[config.mk]
export PLATFORM = sky130hd
export DESIGN_NAME = vrt_div
export DESIGN_NICKNAME = d
export VERILOG_FILES = /design/src/vrt_pkg.sv /design/src/vrt_div.sv
export SDC_FILE = /design/constraint.sdc
export NUM_CORES = 1
export LEC_CHECK = 0
export BUFFER_PORTS_ARGS = -buffer_cell sky130_fd_sc_hd__buf_4
export CAP_MARGIN = 20
export CORE_ASPECT_RATIO = 0.9
export CORE_UTILIZATION = 47
export CTS_CLUSTER_DIAMETER = 120
export DETAILED_ROUTE_END_ITERATION = 6
export HOLD_SLACK_MARGIN = 0.03
export PLACE_DENSITY = 0.71
export SLEW_MARGIN = 40
export SYNTH_ARGS = -nofsm -noshare
export SYNTH_HDL_FRONTEND = slang
export SYNTH_SLANG_ARGS = --single-unit
[constraint.sdc]
create_clock -name clk -period 3.3 [get_ports clk]
set_input_delay 0.66 -clock clk [delete_from_list [all_inputs] [get_ports clk]]
set_output_delay 0.66 -clock clk [all_outputs]
set_load 0.02 [all_outputs]
[src/vrt_pkg.sv]
// shared constants, types and helpers for the voxel ray traversal block
// no dependencies
`default_nettype none
package vrt_pkg;

  localparam int GRID_SIZE_DEF = 32;
  localparam int ADDR_W        = 15;
  localparam int STORE_DEPTH   = 32768;
  localparam int CELL_W        = 8;
  localparam int T_W           = 32;
  localparam int NUM_W         = 25;
  localparam int DEN_W         = 16;

  localparam logic [T_W-1:0]   T_NEVER  = '1;
  localparam logic [NUM_W-1:0] STEP_NUM = NUM_W'(1) << 24;

  localparam logic ACT_CAST = 1'b0;
  localparam logic ACT_READ = 1'b1;

  typedef struct packed {
    logic             go;
    logic [NUM_W-1:0] num;
    logic [DEN_W-1:0] den;
  } div_req_t;

  // magnitude of a signed direction, the most negative value maps to 32768
  function automatic logic [DEN_W-1:0] dir_mag(input logic signed [15:0] d);
    logic [DEN_W-1:0] m;
    m = d[15] ? DEN_W'(-d) : DEN_W'(d);
    return m;
  endfunction

endpackage
`default_nettype wire

[src/vrt_div.sv]
// radix-2 restoring divider, one quotient bit per cycle
// depends on vrt_pkg
`default_nettype none
module vrt_div (
  input  wire logic                     clk,
  input  wire logic                     rst,
  input  wire vrt_pkg::div_req_t        req,
  output logic                          done,
  output logic [vrt_pkg::NUM_W-1:0]     quo
);

  localparam int CNT_W = $clog2(vrt_pkg::NUM_W);

  logic [vrt_pkg::DEN_W-1:0] rem;
  logic [vrt_pkg::NUM_W-1:0] q;
  logic [CNT_W-1:0]          cnt;
  logic                      active;
  logic [vrt_pkg::DEN_W:0]   trial;
  logic                      qbit;
  logic [vrt_pkg::DEN_W:0]   diff;

  always_comb begin
    trial = {rem, q[vrt_pkg::NUM_W-1]};
    diff  = trial - {1'b0, req.den};
    qbit  = (trial >= {1'b0, req.den});
  end

  always_ff @(posedge clk) begin
    if (rst) begin
      active <= 1'b0;
      done   <= 1'b0;
    end else begin
      done <= 1'b0;
      if (req.go) begin
        active <= 1'b1;
        cnt    <= '0;
        rem    <= '0;
        q      <= req.num;
      end else if (active) begin
        rem <= qbit ? diff[vrt_pkg::DEN_W-1:0] : trial[vrt_pkg::DEN_W-1:0];
        q   <= {q[vrt_pkg::NUM_W-2:0], qbit};
        cnt <= cnt + 1'b1;
        if (cnt == CNT_W'(vrt_pkg::NUM_W - 1)) begin
          active <= 1'b0;
          done   <= 1'b1;
        end
      end
    end
  end

  assign quo = q;

endmodule
`default_nettype wire

; Word-level counts from Yosys, hierarchy flattened
; Index checks and enable logic that the tools add are counted.
[classes]
addsub = 2
eq_ne = 1
mux = 9
bitwise = 2
reduce_logical = 3
n_lt_le_gt_ge = 1
[ops]
columns = op, n
row1 = 2-to-1 mux 25 bit, 2
row2 = 2-to-1 mux 16 bit, 2
row3 = greater-or-equal comparator 17 x 16 -> 1 bit, 1
row4 = subtractor 16 bit, 1
row5 = adder 5 x 1 -> 5 bit (second input constant), 1
row6 = == test 5 bit (second input constant), 1
row7 = 2-to-1 mux 5 bit, 1
row8 = 2-to-1 mux 1 bit, 4
row9 = OR reduction 3 bit, 1
row10 = NOT 1 bit, 2
row11 = AND reduction 2 bit, 1
row12 = nonzero test 2 bit, 1
[totals]
register_bits = 48
in_bits = 44
word_cells = 23
output_inout_bits = 26

; Longest topological paths before layout
; Gate-level depths: netlist of run 1.
[logic_depth]
word_depth = 4
mapped_depth = 10
depth_no_buf = 9

; Worst setup path before layout of run 1
; No wires, ideal clock.
[synth_timing]
path_type = input to register
startpoint = input req[41] (netlist bit)
endpoint = register cnt[0] (enable)
setup_time_ns = 0.451
cell_stages = 3
path_slack_ns = -0.178
n_path_buf = 1
arrival_time_ns = 3.027
required_ns = 2.849
path_cell_list = buf_1 > nor2_1 > nor2_1
[synth_via]
elab_chain_len = 2
[synth_rtl]
columns = element, line_no
row1 = start: declaration, vrt_div.sv:7  ; input wire vrt_pkg::div_req_t req,
row2 = nonzero test 2 bit (no source line), --
row3 = AND reduction 2 bit (no source line), --
row4 = end signal: assignment, vrt_div.sv:42  ; cnt <= cnt + 1'b1;
row5 = end: declaration, vrt_div.sv:16  ; logic [CNT_W-1:0] cnt;
; No other way between the ends.
; A chain may end at the register's enable or synchronous reset.

; Worst setup path after layout of run 1
[layout_timing]
startpoint = input req[0] (netlist bit)
endpoint = register rem[14] (netlist bit), data pin
[layout_via]
elab_chain_len = 3
[layout_rtl]
columns = element, line_no
row1 = subtractor 16 bit / greater-or-equal comparator 17 x 16 -> 1 bit (equally long branches), "vrt_div.sv:24, vrt_div.sv:25"
row2 = 2-to-1 mux 16 bit *, vrt_div.sv:40  ; rem <= qbit ? diff[vrt_pkg::DEN_W-1:0] : trial[vrt_pkg::DEN_W-1:0];
row3 = 2-to-1 mux 16 bit *, vrt_div.sv:39  ; end else if (active) begin
row4 = end signal: assignment, vrt_div.sv:40
row5 = end: declaration, vrt_div.sv:14  ; logic [vrt_pkg::DEN_W-1:0] rem;
; Every way passes the cells marked *; elsewhere a longest branch is shown, timed or not. The select of a mux whose other input is x is not followed.

==> results of run 1 <==
## worst max-delay path by stage
stage	startpoint	end
6_report	req[0]	rem[14]$_SDFFCE_PP0P_
5_1_grt	req[0]	rem[14]$_SDFFCE_PP0P_
4_1_cts	req[0]	rem[14]$_SDFFCE_PP0P_
3_5_place_dp	req[0]	rem[14]$_SDFFCE_PP0P_
3_3_place_gp	req[0]	rem[14]$_SDFFCE_PP0P_
2_1_floorplan	req[0]	rem[14]$_SDFFCE_PP0P_
## sequential cells by signal, summed over array words and instances (netlist names)
signal / count
quo: 25
cnt: 5
active: 1
done: 1
rem: 16
## cell type report
type	count	area share, %
multi-input cells	214	40.90
flip-flops and latches	48	36.93
repair buffers	74	14.76
well taps	87	2.828
inverters	24	2.341
clock buffers	5	1.788
clock inverters	3	0.4551
## kinds of logic after synthesis
group	count (synthesis)	synth area share, %
buf+inv	38	4.899
compound gates	80	17.08
flops	48	45.24
fa+ha+maj	19	7.806
simple gates	81	13.58
xor+xnor	10	2.788
mux	24	8.602
## stage by stage
stage / hold WS, ns / total power, W / instances / setup slack [ns] / util, %
global route: 0.5108 / 0.001773 / 455 / 0.4711 / 61.25
CTS: 0.4909 / 0.001689 / 455 / 0.5795 / 61.25
floorplan: 0.4600 / 0.001154 / 300 / 0.5273 / -
global placement: 0.4691 / 0.001317 / 447 / 0.3004 / 59.88
finish: 0.4796 / 0.001680 / 455 / 0.5407 / 61.25
detailed placement: 0.4711 / 0.001325 / 447 / 0.2607 / 59.88
## power groups by stage
| stage | clock network [W] | logic (W) | registers, W |
|---|---|---|---|
| after global placement | 0 | 0.000546 | 0.000771 |
| after detailed placement | 0 | 0.000552 | 0.000774 |
| after floorplan | 0 | 0.000360 | 0.000794 |
| after global routing | 0.000391 | 0.000616 | 0.000767 |
| final | 0.000361 | 0.000559 | 0.000760 |
| after CTS | 0.000372 | 0.000556 | 0.000760 |
## metal layers
metal / share of wire, % / GRT usage (%)
met3: 5.7 / 4.240
met2: 47 / 33.85
met5: 0 / 0
met4: 1.3 / 7.258
met1: 46 / 31.90
## Yosys cell counts (all sizes together), types with 5 or more instances
cell	n
ha	18
o21ai	18
buf	11
inv	24
xor2	5
a21o	8
nor2	15
and2	6
nand2	18
edfxtp	46
nand3	16
xnor2	5
a211oi	10
mux2	24
a21oi	20
==> impl_metrics.tcl, run 1 <==
set metrics [dict create \
    status "completed" \
    cts.path.max_buffers 2 \
    holdPathStages 1 \
    drc 0 \
    grt_overflow_total 0 \
    timing_hold_violations_final 0 \
    fin_nets 430 \
    die_w_um 88.18 \
    synth-seq-cells 48 \
    ys_top_cells_by_area "edfxtp_1 (44%), mux2_2 (8.6%), ha_1 (7.2%)" \
    slew_headroom_pct 58.25 \
    core_area_um2 6284 \
    required_ns 3.35 \
    fin_skew_ns 0.01311 \
    die_area_um2 7016 \
    hp-start "active$_SDFF_PP0_" \
    wire_per_inst_um 16.36 \
    internal_power_w 0.001128 \
    drv_slew 0 \
    synth_top_area_share_pct 43.97 \
    fill_cells 559 \
    final_common_cell "buf_4" \
    vias 2533 \
    path_clk_slew_ns 0.10 \
    grt_max_degree 50 \
    synth_top_flop_cell "edfxtp_1" \
    io_pins 70 \
    leakage_nw 1.616 \
    rsz0062_at_grt "false" \
    first_pass_iters 4 \
    cts_buffers 5 \
    start_kind "input port" \
    synth_edf_count 46 \
    final_cell_mix "buf_4 (73), edfxtp_1 (46), inv_1 (24), mux2_2 (24), a21oi_1 (19)" \
    critPathKind "in2reg" \
    layout.area.seq_um2 1421 \
    antenna-diode-count 0 \
    cap_violations 0 \
    tightestPinTransition_ns 0.6259 \
    worst_r2r_endpoint "rem[14]$_SDFFCE_PP0P_" \
    max_freq_ghz 0.3624 \
    critPathMaxFanout 3 \
    stdcell_area_um2 3849 \
    pwr-share-clk_pct 21.5 \
    fin_tns_setup_ns 0 \
    dp_hpwl_mm 5.373 \
    multi_input_area_um2 1574 \
    path_delay_family "simple AND/OR/NAND/NOR gates" \
    synth-seq-area-share_pct 45.24 \
    cts-root-buf "clkbuf_8" \
    cts_setup_buffers 0 \
    grt_use_total_pct 22.30 \
    postCtsHoldBufs 0 \
    wirelength_mm 7.444 \
    r2r_cells 9 \
    place_congestion 0.9304 \
    period_share_pct 83.62 \
    cp_num_buf_inv 1 \
    p_per_area_nw_per_um2 436.6 \
    h-tree-depth 2 \
    worstHoldEndpoint "done$_SDFF_PP0_" \
    area_delta_synth_final_pct 22.50 \
    cts_resized 0 \
    drtIter0Drc 194 \
    rr_startpoint "quo[24]$_DFFE_PP_" \
    antenna_found_initial 0 \
    row_count 27 \
    arrival_ns 2.81 \
    p_comb_share_pct 33.3 \
    grt_pass1_vias 2511 \
    r2r_slack_ns 0.59 \
    viasPerCell 5.567 \
    p_sw_w 0.0005523 \
    synthArstFlopShare_pct 0 \
    vdd_drop_max_mv 0.3082 \
    antenna_left 0 \
    initial_core_util_pct 50.00 \
    syn-cell-area_um2 3142 \
    worstPathCellList "buf_4 > ha_1 > fa_1 > nor2b_1 > o2111a_1 > nor4_1 > or4b_2 > nand3_1 > a211oi_1" \
    syn_area_per_cell_um2 10.47 \
    cts_sinks 48 \
    critPathMaxStageDelay_ns 0.67 \
    drive_above_1_share_pct 30.98 \
    p_sw_share_pct 32.87 \
    yosys.cell_types.count 56 \
    cp_num_cells 9 \
    grt_pass1_wl_mm 12.01 \
    fp.dieH_um 79.57 \
    setup_viol_count_final 0 \
    portBuffers 69 \
    layout_min_cycle_time_ns 2.759 \
    synth_nets 363 \
    ys.warnings.count 0 \
    seq_power_share_pct 45.3 \
    postSynthCellCount 300 \
    synth_top_area_cell "edfxtp_1" \
    clk-insertion-delay-late_ns 0.31 \
    holdCritPathClass "reg2reg" \
    cp-end-kind "flip-flop" \
    cp_slowest_cell "or4b_2" \
    placed_area_um2 3762 \
    cts_tree "done" \
]
(Power assumes the default switching activity.)
==> run 2, diff against run 1 <==
==> constraint.sdc (replaced) <==
create_clock -name clk -period 2.5 [get_ports clk]
set_input_delay 0.5 -clock clk [delete_from_list [all_inputs] [get_ports clk]]
set_output_delay 0.5 -clock clk [all_outputs]
set_load 0.02 [all_outputs]
==> run 2 against run 1 <==
Compared with the run above:
- first-iteration DRC count rose by 5.2%
- critical path depth did not move
- global-route usage rose by 1.5 points
- flip-flop and latch count did not move
- setup slack got worse by 0.44 ns
- utilization rose by 5.3 points
- critical path type is now reg2reg
- final cell count rose by 7.7%
- largest power group unchanged
- via count rose by 7.4%
- count of clock-buffer cells in the layout rose by 1
- wire length rose by 4.5%
==> impl_metrics.tcl, run 2 (same netlist as run 1, synthesis figures left out) <==
set metrics [dict create \
    arrival_ns 2.46 \
    critPathMaxStageDelay_ns 0.55 \
    portBuffers 69 \
    finalNonFillerCells 490 \
    clk-insertion-delay-late_ns 0.31 \
    cp_slowest_cell "or4b_4" \
    path_clk_slew_ns 0.10 \
    fp.dieH_um 79.57 \
    hold_ws_ns 0.3850 \
    fin_skew_ns 0.01578 \
    viasPerCell 5.551 \
    worstPathCellList "inv_2 > ha_4 > fa_2 > nor2b_4 > o2111a_1 > nor4_1 > or4b_4 > nand3_2 > a211oi_1" \
    p_per_area_nw_per_um2 606.1 \
    row_count 27 \
    holdCritPathClass "in2reg" \
    cts_buffers 5 \
    antenna_found_initial 0 \
    max_freq_ghz 0.4166 \
    placed_area_um2 4023 \
    die_area_um2 7016 \
    report.power.total_w 0.002536 \
    status "completed" \
    period_share_pct 96.01 \
    cp_num_buf_inv 1 \
    initial_core_util_pct 50.00 \
    wire_per_inst_um 15.88 \
    first_pass_iters 4 \
    stdcell_area_um2 4184 \
    core_area_um2 6284 \
    drive_above_1_share_pct 38.71 \
    postCtsHoldBufs 0 \
    finalCoreUtilization_pct 66.59 \
    dp_hpwl_mm 5.817 \
    critPathMaxFanout 2 \
    io_pins 70 \
    grt_pass1_wl_mm 12.74 \
    cts_sinks 48 \
    setup_viol_count_final 0 \
    place_congestion 0.8821 \
    cts_tree "done" \
    required_ns 2.56 \
    start_kind "flip-flop" \
    grt_overflow_total 0 \
    drv_slew 0 \
    cts.path.max_buffers 2 \
    vias 2720 \
    leakage_nw 1.808 \
    vdd_drop_max_mv 0.4017 \
    slew_headroom_pct 76.93 \
    antenna_left 0 \
    h-tree-depth 2 \
    drc 0 \
    path_delay_family "simple AND/OR/NAND/NOR gates" \
    largest_reg_flops 25 \
    cp-end-kind "flip-flop" \
    die_w_um 88.18 \
    r2r_slack_ns 0.1 \
    critPathKind "reg2reg" \
    fin_nets 465 \
    drtIter0Drc 204 \
    final_cell_mix "buf_4 (109), edfxtp_1 (46), mux2_2 (24)" \
    dp_cells 481 \
    final_common_cell "buf_4" \
    timing_hold_violations_final 0 \
    wirelength_mm 7.779 \
    tightestPinTransition_ns 0.3460 \
    grt_max_degree 31 \
    grt_pass1_vias 2617 \
    area_delta_synth_final_pct 33.17 \
    cts-root-buf "clkbuf_8" \
    antenna-diode-count 0 \
    layout_min_cycle_time_ns 2.400 \
    grt_use_total_pct 23.80 \
    cap_violations 0 \
]
-- run 2: routing by layer --
layer	GRT usage, %	share of wire (%)	routed length, um
met1	34.27	44	3434
met2	36.62	47	3661
met3	4.240	7.4	579
met4	6.774	1.3	103
met5	0	0	0
-- run 2: final cells by class --
type	instances	area, um2
Fill cell	523	2100
Multi-Input combinational cell	214	1613
Sequential cell	48	1421
Timing Repair Buffer	109	818.3
Tap cell	87	108.9
Inverter	24	90.09
Clock buffer	6	72.57
Clock inverter	2	60.06
-- run 2: power breakdown --
part,switching (W),internal [W],total (W)
logic,0.000440,0.000414,0.000854
registers,0.0000353,0.000970,0.00101
clock network,0.000277,0.000400,0.000677
-- run 2: path summary, 6_finish.rpt --
check / startpoint / to / depth (start not counted)
max: quo[24]$_DFFE_PP_ / rem[14]$_SDFFCE_PP0P_ / 9
min: rst / done$_SDFF_PP0_ / 2
max reg2reg: quo[24]$_DFFE_PP_ / rem[14]$_SDFFCE_PP0P_ / 9
min reg2reg: active$_SDFF_PP0_ / done$_SDFF_PP0_ / 1
-- run 2: repair_timing --
| action | CTS | global route |
|---|---|---|
| hold endpoints to repair | 0 | 0 |
| buffers inserted | 1 | 0 |
| gates cloned | 0 | 0 |
| resized for setup | 2 | 4 |
| pin swaps | 1 | 1 |
| endpoints found under the setup margin | 1 | 4 |
-- run 2: stage by stage --
| step | setup WS (ns) | setup TNS, ns |
|---|---|---|
| after global routing | -0.008298 | -0.009333 |
| after global placement | -0.1275 | -0.2582 |
| after floorplan | 0.003090 | 0 |
| after CTS | 0.04880 | 0 |
| final | 0.09987 | 0 |
| after detailed placement | -0.1659 | -0.4433 |
==> run 3, diff against run 2 <==
--- a/config.mk
+++ b/config.mk
@@ -8,6 +8,7 @@
 export BUFFER_PORTS_ARGS = -buffer_cell sky130_fd_sc_hd__buf_4
 export CAP_MARGIN = 20
 export CORE_ASPECT_RATIO = 0.9
+export CORE_MARGIN = 8
 export CORE_UTILIZATION = 47
 export CTS_CLUSTER_DIAMETER = 120
 export DETAILED_ROUTE_END_ITERATION = 6
==> run 3 against run 2 <==
Compared with the run above:
- maximum frequency grew 0.88%
- critical endpoint unchanged
- sequential share of layout area increased by 0.39 points
- final area fell by 1.1%
==> impl_metrics.tcl, run 3 (same netlist as run 1, synthesis figures left out) <==
set metrics [dict create \
    period_share_pct 95.16 \
    seq_power_share_pct 43.0 \
    r2r_cells 9 \
    grt_use_total_pct 16.97 \
    hold_ws_ns 0.3858 \
    rsz0062_at_grt "false" \
    antenna-diode-count 0 \
    cts-root-buf "clkbuf_8" \
    r2r_slack_ns 0.12 \
    rr_startpoint "quo[24]$_DFFE_PP_" \
    p_sw_share_pct 32.39 \
    required_ns 2.55 \
    antenna_found_initial 0 \
    slew_headroom_pct 70.71 \
    timing_hold_violations_final 0 \
    antenna_left 0 \
    critPathMaxFanout 3 \
    grt_pass1_wl_mm 12.85 \
    dp_hpwl_mm 6.257 \
    setup_viol_count_final 0 \
    die_area_um2 9560 \
    leakage_nw 1.787 \
    holdPathStages 2 \
    initial_core_util_pct 48.21 \
    fin_skew_ns 0.01214 \
    max_freq_ghz 0.4203 \
    final_cell_mix "buf_4 (109), edfxtp_1 (46), mux2_2 (24)" \
    arrival_ns 2.43 \
    cp-end-kind "flip-flop" \
    start_kind "flip-flop" \
    cts.path.max_buffers 2 \
    p_per_area_nw_per_um2 564.1 \
    internal_power_w 0.001578 \
    viasPerCell 5.481 \
    drive_above_1_share_pct 38.46 \
    place_congestion 0.9000 \
    grt_max_degree 37 \
    area_delta_synth_final_pct 31.66 \
    hp-start "rst" \
    layout_min_cycle_time_ns 2.379 \
    drtIter0Drc 177 \
    vias 2702 \
    fill_cells 556 \
    largest_reg_flops 25 \
    cts_tree "done" \
    cts_buffers 5 \
    final_common_cell "buf_4" \
    worst_r2r_endpoint "rem[14]$_SDFFCE_PP0P_" \
    grt_overflow_total 0 \
    holdCritPathClass "in2reg" \
    finalNonFillerCells 493 \
    drc 0 \
    io_pins 70 \
    postCtsHoldBufs 0 \
    dp_cells 484 \
    row_count 28 \
    first_pass_iters 4 \
    worstHoldEndpoint "done$_SDFF_PP0_" \
    clk-insertion-delay-late_ns 0.31 \
    vdd_drop_max_mv 0.3610 \
    startpoint "quo[24]$_DFFE_PP_" \
    core_area_um2 6516 \
    path_clk_slew_ns 0.10 \
    die_w_um 102.2 \
    wire_per_inst_um 16.49 \
    p_comb_share_pct 36.6 \
    status "completed" \
    fin_nets 465 \
    critPathKind "reg2reg" \
    wirelength_mm 8.131 \
    cts_sinks 48 \
    p_sw_w 0.0007557 \
    pwr-share-clk_pct 20.5 \
    grt_pass1_vias 2677 \
    cap_violations 0 \
    drv_slew 0 \
    h-tree-depth 2 \
    fp.dieH_um 93.57 \
    portBuffers 69 \
    tightestPinTransition_ns 0.4394 \
]
run 3: worst max-delay path by stage:
stage                                  endpoint  slack, ns  depth (start not counted)
after floorplan           rem[14]$_SDFFCE_PP0P_      0.003                          9
after global placement    rem[14]$_SDFFCE_PP0P_      -0.15                          9
after detailed placement  rem[14]$_SDFFCE_PP0P_      -0.18                          9
after CTS                 rem[14]$_SDFFCE_PP0P_       0.03                          9
after global routing       rem[4]$_SDFFCE_PP0P_       0.02                          8
final                     rem[14]$_SDFFCE_PP0P_       0.12                          9
run 3: metrics by stage:
step | util [%] | power [W] | instance area, um2 | setup WS (ns) | TNS, ns
finish | 63.48 | 0.002334 | 4136 | 0.1209 | 0
global route | 63.48 | 0.002462 | 4136 | 0.01740 | 0
CTS | 63.11 | 0.002334 | 4113 | 0.03081 | 0
detailed placement | 61.79 | 0.001855 | 4026 | -0.1769 | -0.3780
global placement | 61.79 | 0.001838 | 4026 | -0.1543 | -0.2277
floorplan | - | 0.001527 | 3167 | 0.003090 | 0
run 3: area by class of cell:
| cell class | count | area [um2] | area share [%] |
|---|---|---|---|
| flip-flops and latches | 48 | 1421 | 34.36 |
| well taps | 90 | 112.6 | 2.722 |
| clock inverters | 3 | 17.52 | 0.4235 |
| repair buffers | 109 | 818.3 | 19.78 |
| clock buffers | 5 | 68.82 | 1.664 |
| multi-input cells | 214 | 1608 | 38.87 |
| inverters | 24 | 90.09 | 2.178 |
run 3: layer usage:
layer | GRT usage (%) | wire length, um
met5 | 0 | 0
met4 | 4.640 | 57
met3 | 4.157 | 593
met2 | 27.69 | 3879
met1 | 21.75 | 3601
run 3: power by group through the flow:
stage               Combinational (W)  Clock [W]  Sequential, W
floorplan                    0.000480          0        0.00105
global placement             0.000819          0        0.00102
detailed placement           0.000834          0        0.00102
CTS                          0.000841   0.000489        0.00100
global route                 0.000932   0.000521        0.00101
finish                       0.000853   0.000478        0.00100
run 3: critical path, stage by stage (launching register included):
cell and delay, ns:
edfxtp_1 0.37, inv_2 0.05, ha_4 0.17, fa_2 0.42, nor2b_4 0.14, o2111a_1 0.23
nor4_1 0.08, or4b_4 0.55, nand3_2 0.07, a211oi_1 0.06
run 3: repair_timing:
item / in CTS / in global routing
setup buffers: 0 / 1
resized for setup: 0 / 5
endpoints found under the setup margin: 0 / 5
